## src/hw/rtl/deqs_pkg.sv

```systemverilog
package deqs_pkg;

	// Field widths of the stream payloads.
	localparam int CMD_W    = 3;
	localparam int VALUE_W  = 32;
	localparam int STATUS_W = 2;
	localparam int FILL_W   = 5;
	localparam int S_TDATA_W = 40;
	localparam int M_TDATA_W = 40;

	// Request commands.
	localparam logic [CMD_W-1:0] CMD_PUSH_FRONT = 3'd0;
	localparam logic [CMD_W-1:0] CMD_PUSH_BACK  = 3'd1;
	localparam logic [CMD_W-1:0] CMD_POP_FRONT  = 3'd2;
	localparam logic [CMD_W-1:0] CMD_POP_BACK   = 3'd3;
	localparam logic [CMD_W-1:0] CMD_CONTAINS   = 3'd4;

	// Result status codes.
	localparam logic [STATUS_W-1:0] STAT_OK    = 2'd0;
	localparam logic [STATUS_W-1:0] STAT_EMPTY = 2'd1;
	localparam logic [STATUS_W-1:0] STAT_FULL  = 2'd2;

	// Store address selection.
	localparam logic [2:0] ASEL_FRONT_M1 = 3'd0;
	localparam logic [2:0] ASEL_BACK_P1  = 3'd1;
	localparam logic [2:0] ASEL_FRONT    = 3'd2;
	localparam logic [2:0] ASEL_BACK     = 3'd3;
	localparam logic [2:0] ASEL_SEARCH   = 3'd4;

	// Pointer updates.
	localparam logic [2:0] UPD_NONE   = 3'd0;
	localparam logic [2:0] UPD_PUSH_F = 3'd1;
	localparam logic [2:0] UPD_PUSH_B = 3'd2;
	localparam logic [2:0] UPD_POP_F  = 3'd3;
	localparam logic [2:0] UPD_POP_B  = 3'd4;

	typedef struct packed {
		logic                load;
		logic                wr;
		logic                rd;
		logic [2:0]          asel;
		logic [2:0]          upd;
		logic                idx_inc;
		logic                emit;
		logic                res_pop;
		logic                res_found;
		logic [STATUS_W-1:0] res_status;
	} deqs_cmd_t;

	typedef struct packed {
		logic [CMD_W-1:0] op;
		logic             empty;
		logic             full;
		logic             match;
		logic             srch_end;
		logic             out_free;
	} deqs_stat_t;

endpackage

```

## src/hw/rtl/deqs_ram.sv

```systemverilog
module deqs_ram #(
	parameter int WIDTH = 32,
	parameter int DEPTH = 16
) (
	input  logic                     clk,
	input  logic                     we,
	input  logic                     re,
	input  logic [$clog2(DEPTH)-1:0] addr,
	input  logic [WIDTH-1:0]         wdata,
	output logic [WIDTH-1:0]         rdata
);

	logic [WIDTH-1:0] mem [DEPTH];

	always_ff @(posedge clk) begin
		if (we) begin
			mem[addr] <= wdata;
		end
		if (re) begin
			rdata <= mem[addr];
		end
	end

endmodule

```

## src/hw/rtl/deqs_ctrl.sv

```systemverilog
module deqs_ctrl (
	input  logic                 clk,
	input  logic                 arst_n,
	input  logic                 in_valid,
	output logic                 in_ready,
	input  deqs_pkg::deqs_stat_t stat,
	output deqs_pkg::deqs_cmd_t  cmd
);

	import deqs_pkg::*;

	localparam logic [1:0] S_IDLE = 2'd0;
	localparam logic [1:0] S_EXEC = 2'd1;
	localparam logic [1:0] S_POP  = 2'd2;
	localparam logic [1:0] S_SRCH = 2'd3;

	logic [1:0] state_q;
	logic [1:0] state_d;

	assign in_ready = (state_q == S_IDLE);

	always_comb begin
		cmd     = '0;
		state_d = state_q;
		case (state_q)
			S_IDLE: begin
				if (in_valid) begin
					cmd.load = 1'b1;
					state_d  = S_EXEC;
				end
			end
			S_EXEC: begin
				case (stat.op)
					CMD_PUSH_FRONT, CMD_PUSH_BACK: begin
						if (stat.out_free) begin
							cmd.emit = 1'b1;
							state_d  = S_IDLE;
							if (stat.full) begin
								cmd.res_status = STAT_FULL;
							end else begin
								cmd.wr = 1'b1;
								if (stat.op == CMD_PUSH_FRONT) begin
									cmd.asel = ASEL_FRONT_M1;
									cmd.upd  = UPD_PUSH_F;
								end else begin
									cmd.asel = ASEL_BACK_P1;
									cmd.upd  = UPD_PUSH_B;
								end
							end
						end
					end
					CMD_POP_FRONT, CMD_POP_BACK: begin
						if (!stat.empty) begin
							cmd.rd   = 1'b1;
							cmd.asel = (stat.op == CMD_POP_FRONT) ? ASEL_FRONT : ASEL_BACK;
							state_d  = S_POP;
						end else if (stat.out_free) begin
							cmd.emit       = 1'b1;
							cmd.res_status = STAT_EMPTY;
							state_d        = S_IDLE;
						end
					end
					CMD_CONTAINS: begin
						if (!stat.empty) begin
							cmd.rd      = 1'b1;
							cmd.asel    = ASEL_SEARCH;
							cmd.idx_inc = 1'b1;
							state_d     = S_SRCH;
						end else if (stat.out_free) begin
							cmd.emit = 1'b1;
							state_d  = S_IDLE;
						end
					end
					default: begin
						if (stat.out_free) begin
							cmd.emit = 1'b1;
							state_d  = S_IDLE;
						end
					end
				endcase
			end
			S_POP: begin
				if (stat.out_free) begin
					cmd.emit    = 1'b1;
					cmd.res_pop = 1'b1;
					cmd.upd     = (stat.op == CMD_POP_FRONT) ? UPD_POP_F : UPD_POP_B;
					state_d     = S_IDLE;
				end
			end
			S_SRCH: begin
				if (stat.match || stat.srch_end) begin
					if (stat.out_free) begin
						cmd.emit      = 1'b1;
						cmd.res_found = 1'b1;
						state_d       = S_IDLE;
					end
				end else begin
					cmd.rd      = 1'b1;
					cmd.asel    = ASEL_SEARCH;
					cmd.idx_inc = 1'b1;
				end
			end
			default: begin
				state_d = S_IDLE;
			end
		endcase
	end

	always_ff @(posedge clk or negedge arst_n) begin
		if (!arst_n) begin
			state_q <= S_IDLE;
		end else begin
			state_q <= state_d;
		end
	end

	a_emit_needs_room: assert property (@(posedge clk) disable iff (!arst_n)
		cmd.emit |-> stat.out_free)
		else $error("result issued while the output register is occupied");

	a_one_store_access: assert property (@(posedge clk) disable iff (!arst_n)
		!(cmd.wr && cmd.rd))
		else $error("store read and written in the same cycle");

	a_load_only_idle: assert property (@(posedge clk) disable iff (!arst_n)
		cmd.load |=> (state_q == S_EXEC))
		else $error("accepted request did not start execution");

endmodule

```

## src/hw/rtl/deqs_dp.sv

```systemverilog
module deqs_dp #(
	parameter int DEPTH      = 16,
	parameter int DATA_WIDTH = 32
) (
	input  logic                           clk,
	input  logic                           arst_n,
	input  logic [deqs_pkg::CMD_W-1:0]     op_in,
	input  logic [deqs_pkg::VALUE_W-1:0]   value_in,
	input  deqs_pkg::deqs_cmd_t            cmd,
	output deqs_pkg::deqs_stat_t           stat,
	input  logic                           out_ready,
	output logic                           out_valid,
	output logic [deqs_pkg::VALUE_W-1:0]   popped_value,
	output logic                           found,
	output logic [deqs_pkg::STATUS_W-1:0]  status,
	output logic [deqs_pkg::FILL_W-1:0]    fill_level
);

	import deqs_pkg::*;

	localparam int AW = $clog2(DEPTH);
	localparam int CW = $clog2(DEPTH + 1);
	localparam int SW = CW + 1;

	logic [CMD_W-1:0]      op_q;
	logic [DATA_WIDTH-1:0] value_q;
	logic [AW-1:0]         front_q;
	logic [CW-1:0]         count_q;
	logic [CW-1:0]         idx_q;
	logic [AW-1:0]         front_d;
	logic [CW-1:0]         count_d;
	logic [AW-1:0]         front_m1;
	logic [AW-1:0]         front_p1;
	logic [SW-1:0]         fc_sum;
	logic [SW-1:0]         fi_sum;
	logic [AW-1:0]         addr;
	logic [DATA_WIDTH-1:0] rdata;
	logic                  match;
	logic [DATA_WIDTH+VALUE_W-1:0] value_ext;
	logic [DATA_WIDTH+VALUE_W-1:0] rdata_ext;
	logic [CW+FILL_W-1:0]          fill_ext;

	// Circular index: the sum is always below twice the depth.
	function automatic logic [AW-1:0] wrap(input logic [SW-1:0] s);
		logic [SW-1:0] r;
		r = (s >= SW'(DEPTH)) ? (s - SW'(DEPTH)) : s;
		return r[AW-1:0];
	endfunction

	assign value_ext = {{DATA_WIDTH{1'b0}}, value_in};
	assign rdata_ext = {{VALUE_W{1'b0}}, rdata};

	assign front_m1 = (front_q == '0) ? AW'(DEPTH - 1) : (front_q - 1'b1);
	assign front_p1 = (front_q == AW'(DEPTH - 1)) ? '0 : (front_q + 1'b1);
	assign fc_sum   = {{(SW-AW){1'b0}}, front_q} + {1'b0, count_q};
	assign fi_sum   = {{(SW-AW){1'b0}}, front_q} + {1'b0, idx_q};

	always_comb begin
		case (cmd.asel)
			ASEL_FRONT_M1: addr = front_m1;
			ASEL_BACK_P1:  addr = wrap(fc_sum);
			ASEL_FRONT:    addr = front_q;
			ASEL_BACK:     addr = wrap(fc_sum - 1'b1);
			ASEL_SEARCH:   addr = wrap(fi_sum);
			default:       addr = front_q;
		endcase
	end

	always_comb begin
		front_d = front_q;
		count_d = count_q;
		case (cmd.upd)
			UPD_PUSH_F: begin
				front_d = front_m1;
				count_d = count_q + 1'b1;
			end
			UPD_PUSH_B: count_d = count_q + 1'b1;
			UPD_POP_F: begin
				front_d = front_p1;
				count_d = count_q - 1'b1;
			end
			UPD_POP_B: count_d = count_q - 1'b1;
			default: ;
		endcase
	end

	assign fill_ext = {{FILL_W{1'b0}}, count_d};

	deqs_ram #(
		.WIDTH (DATA_WIDTH),
		.DEPTH (DEPTH)
	) u_ram (
		.clk   (clk),
		.we    (cmd.wr),
		.re    (cmd.rd),
		.addr  (addr),
		.wdata (value_q),
		.rdata (rdata)
	);

	assign match = (rdata == value_q);

	assign stat.op       = op_q;
	assign stat.empty    = (count_q == '0);
	assign stat.full     = (count_q == CW'(DEPTH));
	assign stat.match    = match;
	assign stat.srch_end = (idx_q == count_q);
	assign stat.out_free = !out_valid || out_ready;

	always_ff @(posedge clk) begin
		if (cmd.load) begin
			op_q    <= op_in;
			value_q <= value_ext[DATA_WIDTH-1:0];
		end
		if (cmd.emit) begin
			popped_value <= cmd.res_pop ? rdata_ext[VALUE_W-1:0] : '0;
			found        <= cmd.res_found && match;
			status       <= cmd.res_status;
			fill_level   <= fill_ext[FILL_W-1:0];
		end
	end

	always_ff @(posedge clk or negedge arst_n) begin
		if (!arst_n) begin
			front_q   <= '0;
			count_q   <= '0;
			idx_q     <= '0;
			out_valid <= 1'b0;
		end else begin
			front_q <= front_d;
			count_q <= count_d;
			if (cmd.load) begin
				idx_q <= '0;
			end else if (cmd.idx_inc) begin
				idx_q <= idx_q + 1'b1;
			end
			if (cmd.emit) begin
				out_valid <= 1'b1;
			end else if (out_ready) begin
				out_valid <= 1'b0;
			end
		end
	end

	a_count_range: assert property (@(posedge clk) disable iff (!arst_n)
		count_q <= CW'(DEPTH))
		else $error("entry count exceeds the depth");

	a_no_write_full: assert property (@(posedge clk) disable iff (!arst_n)
		cmd.wr |-> (count_q != CW'(DEPTH)))
		else $error("store written while full");

	a_pop_not_empty: assert property (@(posedge clk) disable iff (!arst_n)
		(cmd.emit && cmd.res_pop) |-> (count_q != '0))
		else $error("pop result from an empty queue");

	a_search_bound: assert property (@(posedge clk) disable iff (!arst_n)
		cmd.idx_inc |-> (idx_q < count_q))
		else $error("search read beyond the valid entries");

endmodule

```

## src/hw/rtl/double_ended_queue_with_search_top.sv

```systemverilog
// Channel  | Direction | Signals                      | Contents
// ---------+-----------+------------------------------+------------------------------------
// s_axis   | in        | tvalid, tready, tdata[39:0]  | one request: command and value
// m_axis   | out       | tvalid, tready, tdata[39:0]  | one result per request
//
// A push, an error result or an unused command passes from the idle state to the execute
// state and back; a pop also passes through a pop state, because the store has one port
// with a registered read. A contains request reads one stored entry per cycle through that
// same port while it stays in the search state, and stops early at the first match.
// Reset is asynchronous and active low; it empties the queue. The store itself is not cleared.
// A result waits in the output register while m_axis_tready is low; the next request is
// still accepted and runs until it must deliver its own result.
module double_ended_queue_with_search_top #(
	parameter int DEPTH      = 16,
	parameter int DATA_WIDTH = 32
) (
	input  logic                               clk,
	input  logic                               arst_n,
	// Request stream. tdata fields from bit 0: command[2:0], value[34:3], zero fill[39:35].
	input  logic                               s_axis_tvalid,
	output logic                               s_axis_tready,
	input  logic [deqs_pkg::S_TDATA_W-1:0]     s_axis_tdata,
	// Result stream. tdata fields from bit 0: popped_value[31:0], found[32],
	// status[34:33], fill_level[39:35].
	output logic                               m_axis_tvalid,
	input  logic                               m_axis_tready,
	output logic [deqs_pkg::M_TDATA_W-1:0]     m_axis_tdata
);

	import deqs_pkg::*;

	deqs_cmd_t            cmd;
	deqs_stat_t           stat;
	logic [VALUE_W-1:0]   popped_value;
	logic                 found;
	logic [STATUS_W-1:0]  status;
	logic [FILL_W-1:0]    fill_level;

	// The controller sequences each request; the datapath holds the pointers, the store
	// and the output register.
	deqs_ctrl u_ctrl (
		.clk      (clk),
		.arst_n   (arst_n),
		.in_valid (s_axis_tvalid),
		.in_ready (s_axis_tready),
		.stat     (stat),
		.cmd      (cmd)
	);

	deqs_dp #(
		.DEPTH      (DEPTH),
		.DATA_WIDTH (DATA_WIDTH)
	) u_dp (
		.clk          (clk),
		.arst_n       (arst_n),
		.op_in        (s_axis_tdata[CMD_W-1:0]),
		.value_in     (s_axis_tdata[CMD_W+VALUE_W-1:CMD_W]),
		.cmd          (cmd),
		.stat         (stat),
		.out_ready    (m_axis_tready),
		.out_valid    (m_axis_tvalid),
		.popped_value (popped_value),
		.found        (found),
		.status       (status),
		.fill_level   (fill_level)
	);

	// The result fields fill the output word exactly.
	assign m_axis_tdata = {fill_level, status, found, popped_value};

endmodule
```

## config.mk

```make
export PLATFORM = sky130hd
export DESIGN_NAME = double_ended_queue_with_search_top
export DESIGN_NICKNAME = d
export VERILOG_FILES = /design/src/hw/rtl/deqs_pkg.sv /design/src/hw/rtl/deqs_ram.sv /design/src/hw/rtl/deqs_ctrl.sv /design/src/hw/rtl/deqs_dp.sv /design/src/hw/rtl/double_ended_queue_with_search_top.sv
export SDC_FILE = /design/constraint.sdc
export NUM_CORES = 1
export LEC_CHECK = 0
export ABC_AREA = 1
export BUFFER_PORTS_ARGS = -buffer_cell sky130_fd_sc_hd__buf_2
export CAP_MARGIN = 0
export CORE_MARGIN = 10
export CORE_UTILIZATION = 43
export CTS_BUF_LIST = sky130_fd_sc_hd__clkbuf_2
export CTS_CLUSTER_DIAMETER = 100
export DETAILED_ROUTE_END_ITERATION = 8
export PLACE_DENSITY = 0.56
export SETUP_SLACK_MARGIN = 0.5
export SLEW_MARGIN = 5
export SYNTH_ARGS = -nofsm -noshare
export SYNTH_HDL_FRONTEND = slang
export SYNTH_SLANG_ARGS = --single-unit
```

## constraint.sdc

```tcl
create_clock -name clk -period 7.2 [get_ports clk]
set_input_delay 0.36 -clock clk [delete_from_list [all_inputs] [get_ports clk]]
set_output_delay 0.36 -clock clk [all_outputs]
set_load 0.02 [all_outputs]
```

# Word level (Yosys, flattened, before mapping)
# Memories as Yosys holds them, arrays and structs flattened. A register that Yosys moved wholly into a read port is not among the register bits.
# Cells that the tools add are included.
# Widths: inputs -> output; s select.
# op_classes
n_reduce_logical,18
n_lt_le_gt_ge,3
eq_ne,20
n_addsub,11
muxes,58
# ops
op,n
$mux 4,9
$eq 32x32->1,1
$mux 1,21
$ge 6x5->1 const B,3
$mux 2,9
$pmux 4 s2,2
$pmux 4 s4,1
$sub 4x1->4 const B,4
$eq 3x2->1 const B,5
$add 4x5->6,2
$mux 6,2
$add 5x1->5 const B,2
$mux 5,2
$pmux 5 s2,1
$eq 3x1->1 const B,3
$eq 3x3->1 const B,3
$mux 3,3
$pmux 3 s3,1
$pmux 2 s2,2
$pmux 2 s4,1
$reduce_or 2->1,4
$logic_not 3->1,2
$pmux 3 s2,1
$reduce_bool 2->1,3
other kinds (20),23
# totals
mem_count,1
word_cells,122
ram_bits,512
ff_bits,92
# mem_list
memory,words,word_bits,rd,rd_clocked_by_memory_dff,write_ports,line_no,source
u_dp.u_ram.mem,16,32,1,1,1,deqs_ram.sv:13,logic [WIDTH-1:0] mem [DEPTH];

# Longest topological paths before layout
# logic_depth
ltp_word,9
mapped_depth,24
ltp_nobuf,22

# Hierarchy
# Synthesis repeated with hierarchy kept, for this count alone.
# unflattened
cells_unflattened,2681
hier_area_um2,27556.4
# by_module_without_submodules
mod,n_inst,seq_area_each_um2,area_per_inst_um2,cells_per_inst
deqs_ram,1,16335.7,22534.1,2113
deqs_dp,1,2627.5,4589.4,487
deqs_ctrl,1,50.0,425.4,80
double_ended_queue_with_search_top,1,0.0,7.5,1

# Worst setup path after synthesis
# No wires, ideal clock.
# synth_timing
path_kind,reg2reg
start,register u_dp.value_q[4]
end,memory u_dp.u_ram.mem[10][0] (enable)
setup_time_ps,421
t_arrival_ps,3686
slack_ps,3092
path_stages_with_launch,19
cell_sequence,edfxtp_1 > xnor2_1 > nand2_1 > nor2_1 > nand2_1 > nor2_1 > nand2_1 > nand3_2 > nand3_1 > nand2_2 > o21ai_1 > nor2_1 > nand2_1 > nand2_1 > inv_1 > nor2_1 > buf_2 > inv_2 > nor2_1
# synth_between
elab_chain_len,6
word_cells_on_any_way,9
cone_classes,4 x eq/ne; 3 x mux; 2 x reduce/logical
# synth_lines
item,line_no,source
start: declaration,deqs_dp.sv:26,logic [DATA_WIDTH-1:0] value_q;
start signal: assignment,deqs_dp.sv:113,value_q <= value_ext[DATA_WIDTH-1:0];
$eq 32x32->1 *,deqs_dp.sv:101,assign match = (rdata == value_q);
$logic_or 1x1->1 *,deqs_ctrl.sv:91,if (stat.match || stat.srch_end) begin
$mux 4 *,deqs_ctrl.sv:91,
$pmux 4 s2 *,deqs_ctrl.sv:25,case (state_q)
$eq 3x3->1 (tied with other cells),deqs_dp.sv:59,case (cmd.asel)
$pmux 4 s4 *,deqs_dp.sv:59,
end: declaration,deqs_ram.sv:13,
# Mark *: on every way between the ends. The rest lies on a longest branch, timed or not.

# Worst setup path in the final report
# layout_timing
start,register u_dp.value_q[13]
end,memory u_dp.u_ram.mem[8][16] (enable)
# Same word-level chain as after synthesis.

==> flow_summary.ini <==
[outcome]
status = finished clean

[routing]
drtPass1Iterations = 6
drt_iter0_drc = 1656
vias_per_cell = 5.03
routed_wl_mm = 72.4
wl_per_cell_um = 18.9
num_vias = 19300
drc = 0
ant_nets = 0

[clock_network]
clk_pin_slew_worst_paths_ns = 0.09
post-cts-setup-buffers = 0
htree_levels = 4
insertion_delay_ns = 1.35
numClockSinks = 636
cts_root_buffer = clkbuf_2
holdBufCountCts = 75
numCtsBuffers = 163
cts_tree = built
ctsResizeCount = 0
cts_buffer_depth = 3

[timing]
slew_headroom_pct = 32.4
period_needed_ns = 5.19
worst_pin_slew_ns = 1.01
finalHoldViolations = 0
fin_tns_setup_ns = 0
timing.fmax_mhz = 193
slew_violations = 0
period_share_pct = 72.1
setup_slack_ns = 2.01
finClkSkew_ns = 0.112
rsz0062_at_grt = false
hold_ws_ns = 0.217
setup_viol = 0

[critical_path]
worst-path-max-fanout = 35
crit_type = reg -> reg
critPathBufInv = 2
crit_chain = xnor2_1 > nand2_1 > nor2_1 > nand2_1 > nor2_1 > nand2_1 > nand3_2 > nand3_1 > nand2_2 > o211ai_2 > o21bai_4 > buf_4 > nand3_1 > nor2_4 > buf_4
cp.arrival_ns = 6.11
cpPeakStageDelay_ns = 0.65
crit_slowest_cell = edfxtp_1
path_delay_family = simple AND/OR/NAND/NOR gates
cp_data_required_time_ns = 8.12
cp_common_cell = nand2_1
path_depth = 15
startpoint_type = flop
rrSetupSlack_ns = 2.01
end_kind = flop
r2r_cells = 15
reg2reg_from = u_dp.value_q[13]$_DFFE_PP_
startpoint = u_dp.value_q[13]$_DFFE_PP_
r2r_end = u_dp.u_ram.mem[8][16]$_DFFE_PP_

[place]
pre_cts_slack_ns = 2.06
gp_congestion = 0.826
dp_cells = 3476
dpl.hpwl_mm = 36.4
portBuffers = 80
dpl-instance-area_um2 = 29000

[grt]
grt_max_degree = 189
grt_pass1_vias = 19100
grt_remaining_overflow = 0
grt_use_total_pct = 19.4
antenna_found_initial = 2
grt_pass1_wl_mm = 111

[cells_and_area]
final_cells = 3831
layout_commonest_cell = nand2_1
syn_to_final_growth_pct = 12.6
layout-drive-gt1-share_pct = 13.9
final_nets = 2935
final_cell_mix = nand2_1, edfxtp_1, nand3_1
stdcell_area_um2 = 31200

[min_path]
holdPathEnd = u_ctrl.state_q[1]$_DFFE_PN0P_
hold_start = m_axis_tready
min_path_type = in -> reg
holdPathStages = 6

[logic_synthesis]
yosys_register_bits = 636
yosys_warnings = 0
synth_ff_type = edfxtp_1
ys_seq_area_share_pct = 68.7
synth_top_family_by_area = simple AND/OR/NAND/NOR gates
synth_edf_count = 619
avgSynthCellArea_um2 = 10.5
synth_xor_area_share_pct = 1.36
synth_cells = 2642
synth.distinct_cells = 44
syn-num-nets = 2707
synth_compound_area_share_pct = 0.913
synthMuxAreaShare_pct = 0
synth_adder_area_share_pct = 1.03
synthSimpleGateAreaFrac_pct = 23.5
async_flop_share_pct = 2.67
mappedNetlistArea_um2 = 27700

[power_and_ir_drop]
irDropWorstVdd_v = 0.000612
power.density_nw_per_um2 = 490
p_leak_nw = 13.2

[floorplanning]
dieArea_um2 = 74900
ioPinCount = 86
dieWidth_um = 274
die_height_um = 274
core-area_um2 = 63400
start_util_pct = 43.6
rows = 92

[flow_run]
maxCapViolCount = 0
## through the flow
stage | util (%) | power, mW
after detailed placement | 45.7 | 13.0
after CTS | 49.1 | 15.4
after global placement | 45.7 | 12.9
after global routing | 49.1 | 16.7
after floorplan | - | 10.8
final | 49.1 | 15.3
## worst max-delay path by stage
stage	endpoint	slack, ns
after detailed placement	u_dp.u_ram.mem[8][22]$_DFFE_PP_	2.06
after CTS	u_dp.u_ram.mem[8][8]$_DFFE_PP_	1.95
after global routing	u_dp.u_ram.rdata[2]$_DFFE_PP_	1.66
after global placement	u_dp.u_ram.mem[8][22]$_DFFE_PP_	2.16
final	u_dp.u_ram.mem[8][16]$_DFFE_PP_	2.01
after floorplan	u_dp.u_ram.mem[10][0]$_DFFE_PP_	3.09
## where the power goes
group | total (mW) | switching, mW | internal [mW]
clock network | 2.39 | 1.44 | 0.945
registers | 5.17 | 0.344 | 4.82
logic | 7.72 | 5.57 | 2.15
total | 15.3 | 7.35 | 7.92
## kinds of logic after synthesis
family	after synthesis
adder cells (fa/ha/maj)	21
AO/OA/AOI/OAI	40
flip-flops	636
XOR/XNOR	43
AND/OR/NAND/NOR	1619
buffers and inverters	283
## layer usage
layer / wire length [um] / track usage, %
met1: 31400 / 25.2
met2: 34400 / 31.5
met3: 5020 / 3.83
met4: 1560 / 7.73
met5: 0 / 0
## final cells by class
class	count	area, um^2
fillers	5815	32300
flip-flops and latches	636	19000
multi-input cells	1723	7590
repair buffers	194	1520
clock buffers	237	1190
well taps	846	1060
inverters	152	576
clock inverters	34	208
diodes	9	22.5
## tightest hold or removal path: stages
cell and delay [ns]:
dlygate4sd3_1 0.52, buf_2 0.09, or2_1 0.23, o31ai_1 0.12, nand3_1 0.08, nand2_1 0.05
## sequential cells by signal, summed over array words and instances, names as in the netlist, 3 cells and up
signal	count
u_dp.count_q	5
u_dp.fill_level	5
u_dp.front_q	4
u_dp.idx_q	5
u_dp.op_q	3
u_dp.popped_value	32
u_dp.u_ram.mem	512
u_dp.u_ram.rdata	32
u_dp.value_q	32
## cells in the mapped netlist, drive strengths merged, types with 3 or more instances
cell	instances	share of area [%]
or2	3	0.068
inv	151	2.0
nand3	281	5.1
buf	119	2.3
nor2	97	1.3
edfxtp	619	67
ha	18	0.81
xor2	13	0.41
a21oi	17	0.32
nor3	5	0.11
clkbuf	12	0.16
xnor2	30	0.95
nand2	1225	17
fa	3	0.22
nand4	6	0.16
o21ai	12	0.23
dfrtp	17	1.5
(Power assumes the default switching activity.)
